$ cat config.mk
export PLATFORM = sky130hd
export DESIGN_NAME = ugnb_div
export DESIGN_NICKNAME = d
export VERILOG_FILES = /design/src/rtl/core/ugnb_pkg.sv /design/src/rtl/core/ugnb_div.sv
export SDC_FILE = /design/constraint.sdc
export NUM_CORES = 1
export LEC_CHECK = 0
export BUFFER_PORTS_ARGS = -buffer_cell sky130_fd_sc_hd__buf_2
export CAP_MARGIN = 20
export CORE_UTILIZATION = 29
export DETAILED_ROUTE_END_ITERATION = 8
export PLACE_DENSITY = 0.48
export SETUP_SLACK_MARGIN = 0.3
export SLEW_MARGIN = 20
export SYNTH_ARGS = -nofsm -noshare
export SYNTH_HDL_FRONTEND = slang
export SYNTH_SLANG_ARGS = --single-unit
export TNS_END_PERCENT = 30
$ cat constraint.sdc
create_clock -name aclk -period 4.2 [get_ports aclk]
set_input_delay 0.21 -clock aclk [delete_from_list [all_inputs] [get_ports aclk]]
set_output_delay 0.21 -clock aclk [all_outputs]
set_load 0.1 [all_outputs]
$ cat src/rtl/core/ugnb_pkg.sv
// shared types and constants for the uniform grid neighbor binning block
package ugnb_pkg;

    localparam int POS_W     = 16;          // signed Q11.4 position
    localparam int QUOT_W    = POS_W + 1;   // signed cell coordinate, holds -32768..32768
    localparam int CS_W      = 15;          // cell size register
    localparam int GRID_W    = 5;           // grid width / height registers
    localparam int IDX_W     = 10;          // agent index
    localparam int OP_W      = 2;
    localparam int STATUS_W  = 3;
    localparam int CFG_IDX_W = 2;
    localparam int CFG_DAT_W = 15;
    localparam int S_TDATA_W = 48;
    localparam int M_TDATA_W = 16;
    localparam int DIV_STEPS = POS_W;
    localparam int STEP_W    = $clog2(DIV_STEPS);

    localparam logic [OP_W-1:0] OP_CLEAR  = 2'd0;
    localparam logic [OP_W-1:0] OP_INSERT = 2'd1;
    localparam logic [OP_W-1:0] OP_QUERY  = 2'd2;

    localparam logic [STATUS_W-1:0] STAT_NEIGHBOR = 3'd0;
    localparam logic [STATUS_W-1:0] STAT_EMPTY    = 3'd1;
    localparam logic [STATUS_W-1:0] STAT_INSERTED = 3'd2;
    localparam logic [STATUS_W-1:0] STAT_SKIPPED  = 3'd3;
    localparam logic [STATUS_W-1:0] STAT_FULL     = 3'd4;
    localparam logic [STATUS_W-1:0] STAT_CLEARED  = 3'd5;

    localparam logic [CFG_IDX_W-1:0] CFG_GRID_WIDTH  = 2'd0;
    localparam logic [CFG_IDX_W-1:0] CFG_GRID_HEIGHT = 2'd1;
    localparam logic [CFG_IDX_W-1:0] CFG_CELL_SIZE   = 2'd2;

    // quotients of both coordinates, two's complement
    typedef struct packed {
        logic              done;
        logic [QUOT_W-1:0] qx;
        logic [QUOT_W-1:0] qy;
    } ugnb_div_res_t;

endpackage

$ cat src/rtl/core/ugnb_div.sv
// two-lane restoring divider: signed positions by cell size, truncating toward zero
module ugnb_div (
    input  logic                          aclk,
    input  logic                          aresetn,
    input  logic                          start,
    input  logic [ugnb_pkg::POS_W-1:0]    x_pos,
    input  logic [ugnb_pkg::POS_W-1:0]    y_pos,
    input  logic [ugnb_pkg::CS_W-1:0]     divisor,
    output ugnb_pkg::ugnb_div_res_t       res
);

    localparam int PW = ugnb_pkg::POS_W;
    localparam int CW = ugnb_pkg::CS_W;
    localparam int QW = ugnb_pkg::QUOT_W;

    logic                             busy_reg, busy_next;
    logic                             done_reg, done_next;
    logic [ugnb_pkg::STEP_W-1:0]      cnt_reg, cnt_next;
    logic [PW-1:0]                    numx_reg, numx_next, numy_reg, numy_next;
    logic [CW-1:0]                    remx_reg, remx_next, remy_reg, remy_next;
    logic                             negx_reg, negx_next, negy_reg, negy_next;
    logic [CW-1:0]                    div_reg, div_next;
    logic [QW-1:0]                    magx, magy;

    // one restoring step: returns {remainder, shifted numerator with new quotient bit}
    function automatic logic [CW+PW-1:0] div_step(input logic [CW-1:0] rem,
                                                  input logic [PW-1:0] num,
                                                  input logic [CW-1:0] d);
        logic [CW:0] sh;
        logic [CW:0] diff;
        logic        ge;
        sh   = {rem, num[PW-1]};
        diff = sh - {1'b0, d};
        ge   = (sh >= {1'b0, d});
        return {(ge ? diff[CW-1:0] : sh[CW-1:0]), num[PW-2:0], ge};
    endfunction

    always_comb begin
        busy_next = busy_reg;
        done_next = 1'b0;
        cnt_next  = cnt_reg;
        numx_next = numx_reg;
        numy_next = numy_reg;
        remx_next = remx_reg;
        remy_next = remy_reg;
        negx_next = negx_reg;
        negy_next = negy_reg;
        div_next  = div_reg;
        if (start) begin
            busy_next = 1'b1;
            cnt_next  = '0;
            negx_next = x_pos[PW-1];
            negy_next = y_pos[PW-1];
            numx_next = x_pos[PW-1] ? (~x_pos + PW'(1)) : x_pos;
            numy_next = y_pos[PW-1] ? (~y_pos + PW'(1)) : y_pos;
            remx_next = '0;
            remy_next = '0;
            div_next  = (divisor == '0) ? CW'(1) : divisor;
        end else if (busy_reg) begin
            {remx_next, numx_next} = div_step(remx_reg, numx_reg, div_reg);
            {remy_next, numy_next} = div_step(remy_reg, numy_reg, div_reg);
            cnt_next = cnt_reg + 1'b1;
            if (cnt_reg == ugnb_pkg::STEP_W'(ugnb_pkg::DIV_STEPS - 1)) begin
                busy_next = 1'b0;
                done_next = 1'b1;
            end
        end
    end

    always_ff @(posedge aclk) begin
        if (!aresetn) begin
            busy_reg <= 1'b0;
            done_reg <= 1'b0;
            cnt_reg  <= '0;
        end else begin
            busy_reg <= busy_next;
            done_reg <= done_next;
            cnt_reg  <= cnt_next;
        end
        numx_reg <= numx_next;
        numy_reg <= numy_next;
        remx_reg <= remx_next;
        remy_reg <= remy_next;
        negx_reg <= negx_next;
        negy_reg <= negy_next;
        div_reg  <= div_next;
    end

    assign magx     = {1'b0, numx_reg};
    assign magy     = {1'b0, numy_reg};
    assign res.done = done_reg;
    assign res.qx   = negx_reg ? (~magx + QW'(1)) : magx;
    assign res.qy   = negy_reg ? (~magy + QW'(1)) : magy;

endmodule
### Yosys cells after proc, flatten, opt, wreduce, memory -nomap -nowiden

Cells that the tools add are included.

| operators by class | value |
|---|---|
| reductions and logical operators | 4 |
| muxes and demuxes | 14 |
| add/subtract/negate cells | 7 |
| bitwise operators | 6 |
| $lt $le $gt $ge | 2 |
| eq/ne operators | 1 |

Operators by type and width:

| operator | number |
|---|---|
| $mux 16 | 6 |
| $add 17x1->17 const B | 2 |
| $mux 17 | 2 |
| $not 16->17 | 2 |
| $add 16x1->16 const B | 2 |
| $ge 16x15->1 | 2 |
| $not 16->16 | 2 |
| $mux 15 | 2 |
| $sub 15x15->15 | 2 |
| $logic_not 15->1 | 1 |
| $add 4x1->4 const B | 1 |
| $eq 4x4->1 const B | 1 |
| $mux 1 | 4 |
| $reduce_or 3->1 | 1 |
| $not 1->1 | 2 |
| $reduce_bool 2->1 | 1 |
| $reduce_or 2->1 | 1 |

| word-level totals | value |
|---|---|
| register bits after elaboration | 85 |
| input port bits | 50 |

### Longest topological paths before layout

| depth | value |
|---|---|
| depth after elaboration | 4 |
| mapped depth | 12 |
| gate-level depth less buffers | 11 |

### Worst setup path before layout

OpenSTA, ideal clock, no wires.

| timing path | value |
|---|---|
| path kind | reg-to-output |
| start | register negx_reg |
| end | output res[18] in the netlist's numbering |
| stages on the path, launching flop included | 3 |
| data required time | 3.990 ns |
| arrival | 2.784 ns |
| setup slack | 1.206 ns |
| cell sequence | edfxtp_1 > clkbuf_1 > o21ai_0 |

RTL lines:

| element | line | source |
|---|---|---|
| start, declared | ugnb_div.sv:21 | `logic negx_reg, negx_next, negy_reg, negy_next;` |
| start signal, assigned | ugnb_div.sv:84 | `negx_reg <= negx_next;` |
| end, declared | ugnb_div.sv:9 | `output ugnb_pkg::ugnb_div_res_t res` |

### Worst setup path in the final report

| timing path | value |
|---|---|
| start | register numx_reg[15] |
| end | register remx_reg[7] |

| between the ends | value |
|---|---|
| longest elaborated chain between the ends | 2 |
| elaborated cells between the ends (all ways) | 3 |
| those cells by class | add/sub (1); order compare (1); mux (1) |

RTL lines:

| element | line | source |
|---|---|---|
| start, declared | ugnb_div.sv:19 | `logic [PW-1:0] numx_reg, numx_next, numy_reg, numy_next;` |
| start signal, assigned | ugnb_div.sv:80 | `numx_reg <= numx_next;` |
| $sub 15x15->15 or $ge 16x15->1 (tied branches) | ugnb_div.sv:33, ugnb_div.sv:34 |  |
| $mux 15 * | ugnb_div.sv:35 | `return {(ge ? diff[CW-1:0] : sh[CW-1:0]), num[PW-2:0], ge};` |
| end signal, assigned | ugnb_div.sv:82 | `remx_reg <= remx_next;` |
| end, declared | ugnb_div.sv:20 | `logic [CW-1:0] remx_reg, remx_next, remy_reg, remy_next;` |

Mark *: on every way between the ends. The rest lies on a longest branch, timed or not.
A chain may end at the register's enable or synchronous reset.

==> flow_metrics.env <==
export IMPL_drcViolationCount=0
export IMPL_powerDensity_nw_per_um2=438
export IMPL_die_h_um=147
export IMPL_rows=52
export IMPL_ctsRootBufferMaster="clkbuf_16"
export IMPL_critical_path_depth=11
export IMPL_htree_num_levels=3
export IMPL_portBuffers=84
export IMPL_setup_viol=0
export IMPL_clkPwrFrac=0.286
export IMPL_finClkSkew_ns=0.0113
export IMPL_core_area_um2=20400
export IMPL_ys_warn_count=0
export IMPL_drv_cap=0
export IMPL_ir_worst_vdd_uv=216
export IMPL_cp_max_fo=24
export IMPL_path_delay_family="simple AND/OR/NAND/NOR gates"
export IMPL_setup_tns_ns=0
export IMPL_ys_async_sr_fraction=0
export IMPL_dp_cells=1022
export IMPL_internal_power_mw=1.80
export IMPL_critPathMostFrequentCell="nor3_1"
export IMPL_cp_arrival_ns=3.45
export IMPL_die_w_um=147
export IMPL_cp_slowest_stage_delay_ns=0.68
export IMPL_antenna_cells=0
export IMPL_finalCriticalPeriod_ns=3.22
export IMPL_critPathBufInv=1
export IMPL_yosysTopAreaCellShare=0.242
export IMPL_antenna_left=0
export IMPL_slew_viol_final=0
export IMPL_rsz0062_at_grt="no"
export IMPL_cts_sinks=85
export IMPL_critical_path_cell_chain="inv_1 -> ha_1 -> fa_1 -> nand2b_1 -> a21oi_1 -> nor3_1 -> nor2_1 -> o21ai_1 -> nand2_1 -> nor3_1 -> a2111oi_1"
export IMPL_num_vias=5109
export IMPL_slowest_stage="nand2_1"
export IMPL_reg2reg_slack_ns=0.98
export IMPL_synthesis_nets=795
export IMPL_finalCritPeriodShare=0.765
export IMPL_crit_path_end_kind="flip-flop"
export IMPL_synth_area_leaders="edfxtp_1 (24%), dfxtp_1 (12%), ha_1 (7.2%)"
export IMPL_antenna_found_initial=0
export IMPL_synth_edf_count=49
export IMPL_cts_hold_buffers=0
export IMPL_cts_made_buffers=9
export IMPL_synthDistinctLibCells=55
export IMPL_synthFlopType="edfxtp_1"
export IMPL_cp_required_ns=4.43
export IMPL_via_per_inst=4.92
export IMPL_tritoncts="done"
export IMPL_drt_wl_total_mm=15.3
export IMPL_crit_type="reg -> reg"
export IMPL_drt_first_pass_iters=4
export IMPL_io_pins=85
export IMPL_drt_iter0_drc=243
export IMPL_synth_area_um2=6080
export IMPL_crit_end="remx_reg[7]$_SDFFE_PP0P_"
export IMPL_grt_use_total=0.145
export IMPL_syn_mean_instance_area_um2=8.58
export IMPL_grt_pass1_wl_mm=24.6
export IMPL_dp_hpwl_mm=11.4
export IMPL_wire_per_inst_um=14.8
export IMPL_cp_startpoint="numx_reg[15]$_DFFE_PP_"
export IMPL_p_sw_frac=0.412
export IMPL_comb_power_share=0.372
export IMPL_tightest_slew_ns=0.893
export IMPL_overflow=0
export IMPL_insertion_delay_ns=0.35
export IMPL_layout_common_cells="buf_2 (83), nor2_1 (81), a21oi_1 (60)"
export IMPL_synthCells=708
export IMPL_clkTransAtPathRegs_ns=0.06
export IMPL_grt_max_degree=68
export IMPL_post_cts_resize_count=0
export IMPL_grt_pass1_vias=4762
export IMPL_cts_setup_buffers=0
export IMPL_leakage_nw=2.85
export IMPL_yosys_area_top_type="edfxtp_1"
export IMPL_r2r_cells=11
export IMPL_reg2reg_to="remx_reg[7]$_SDFFE_PP0P_"
export IMPL_status="completed"
export IMPL_ys_seq_area_frac=0.361
export IMPL_slew_headroom=0.403
export IMPL_cp_start_kind="flip-flop"
export IMPL_cts_buffer_depth=2
export IMPL_power_frac_seq=0.342
export IMPL_ys_ff_latch=85
export IMPL_finalPower_mw=3.07
export IMPL_p_switching_mw=1.26
export IMPL_finalHoldViolations=0
export IMPL_fmax_mhz=311
export IMPL_synthToLayoutAreaGrowth_pct=15.1
export IMPL_nNetsFinal=850
export IMPL_die_area_um2=21500
export IMPL_layout_drive_gt1_share=0.147
export IMPL_final_common_cell="buf_2"
export IMPL_stdcell_count=1038
export IMPL_hold_class="in -> reg"
export IMPL_initial_core_util=0.298
export IMPL_reg2reg_from="numx_reg[15]$_DFFE_PP_"
export IMPL_gp_congestion=0.787
## power groups by stage
stage / sequential (mW) / clock [mW] / combinational (mW)
floorplan: 1.04 / 0 / 0.957
global placement: 1.07 / 0 / 1.15
detailed placement: 1.07 / 0 / 1.14
CTS: 1.05 / 0.910 / 1.15
global route: 1.06 / 0.937 / 1.23
finish: 1.05 / 0.877 / 1.14
## logic make-up after synthesis
group / share of synthesized area
compound gates: 0.199
flops: 0.361
xor+xnor: 0.108
fa+ha+maj: 0.0787
mux: 0.0198
buf+inv: 0.0542
simple gates: 0.180
## Yosys cell counts (6+ instances only)
| cell | count |
|---|---|
| a211oi_1 | 19 |
| a21o_1 | 8 |
| a21oi_1 | 60 |
| a31oi_1 | 6 |
| and3_1 | 7 |
| clkbuf_1 | 35 |
| dfxtp_1 | 36 |
| edfxtp_1 | 49 |
| ha_1 | 35 |
| inv_1 | 37 |
| mux2i_1 | 12 |
| nand2_1 | 54 |
| nand2b_1 | 11 |
| nand3_1 | 18 |
| nor2_1 | 81 |
| nor2b_1 | 6 |
| nor3_1 | 17 |
| nor4_1 | 7 |
| o21a_1 | 8 |
| o21ai_0 | 36 |
| o31ai_1 | 12 |
| o41ai_1 | 8 |
| or3_1 | 7 |
| or4_1 | 6 |
| xnor2_1 | 39 |
| xor2_1 | 36 |
## worst min-delay path by stage
stage	startpoint	endpoint	slack, ns	cells past startpoint
3_3_place_gp	divisor[10]	div_reg[10]$_SDFFCE_PN0P_	0.40	1
4_1_cts	divisor[7]	div_reg[7]$_SDFFCE_PN0P_	0.04	1
5_1_grt	divisor[7]	div_reg[7]$_SDFFCE_PN0P_	0.04	1
6_report	divisor[7]	div_reg[7]$_SDFFCE_PN0P_	0.06	1
2_1_floorplan	x_pos[15]	negx_reg$_DFFE_PP_	0.31	0
3_5_place_dp	divisor[7]	div_reg[7]$_SDFFCE_PN0P_	0.40	1
## metal layers
| metal | share of wire | track usage | up-vias |
|---|---|---|---|
| li1 | - | - | 2649 |
| met1 | 0.50 | 0.196 | 2366 |
| met2 | 0.46 | 0.234 | 83 |
| met3 | 0.031 | 0.0245 | 11 |
| met4 | 0.013 | 0.0453 | 0 |
| met5 | 0 | 0 | - |
## through the flow
| stage | setup slack [ns] | hold slack [ns] | utilization | area, um2 |
|---|---|---|---|---|
| 2_1_floorplan | 1.21 | 0.309 | - | 6080 |
| 4_1_cts | 0.937 | 0.0397 | 0.344 | 7000 |
| 3_5_place_dp | 0.981 | 0.405 | 0.328 | 6680 |
| 5_1_grt | 0.675 | 0.0385 | 0.344 | 7000 |
| 3_3_place_gp | 1.04 | 0.403 | 0.328 | 6680 |
| 6_report | 0.985 | 0.0557 | 0.344 | 7000 |
## area by class of cell
| type | instances | area, um2 |
|---|---|---|
| multi-input combinational | 542 | 3550 |
| clock inverter | 5 | 85.1 |
| timing repair buffer | 88 | 453 |
| inverter | 37 | 139 |
| fill | 2149 | 13400 |
| clock buffer | 11 | 233 |
| sequential | 85 | 2190 |
| tap | 270 | 338 |
Power figures use the tool's default switching activity.
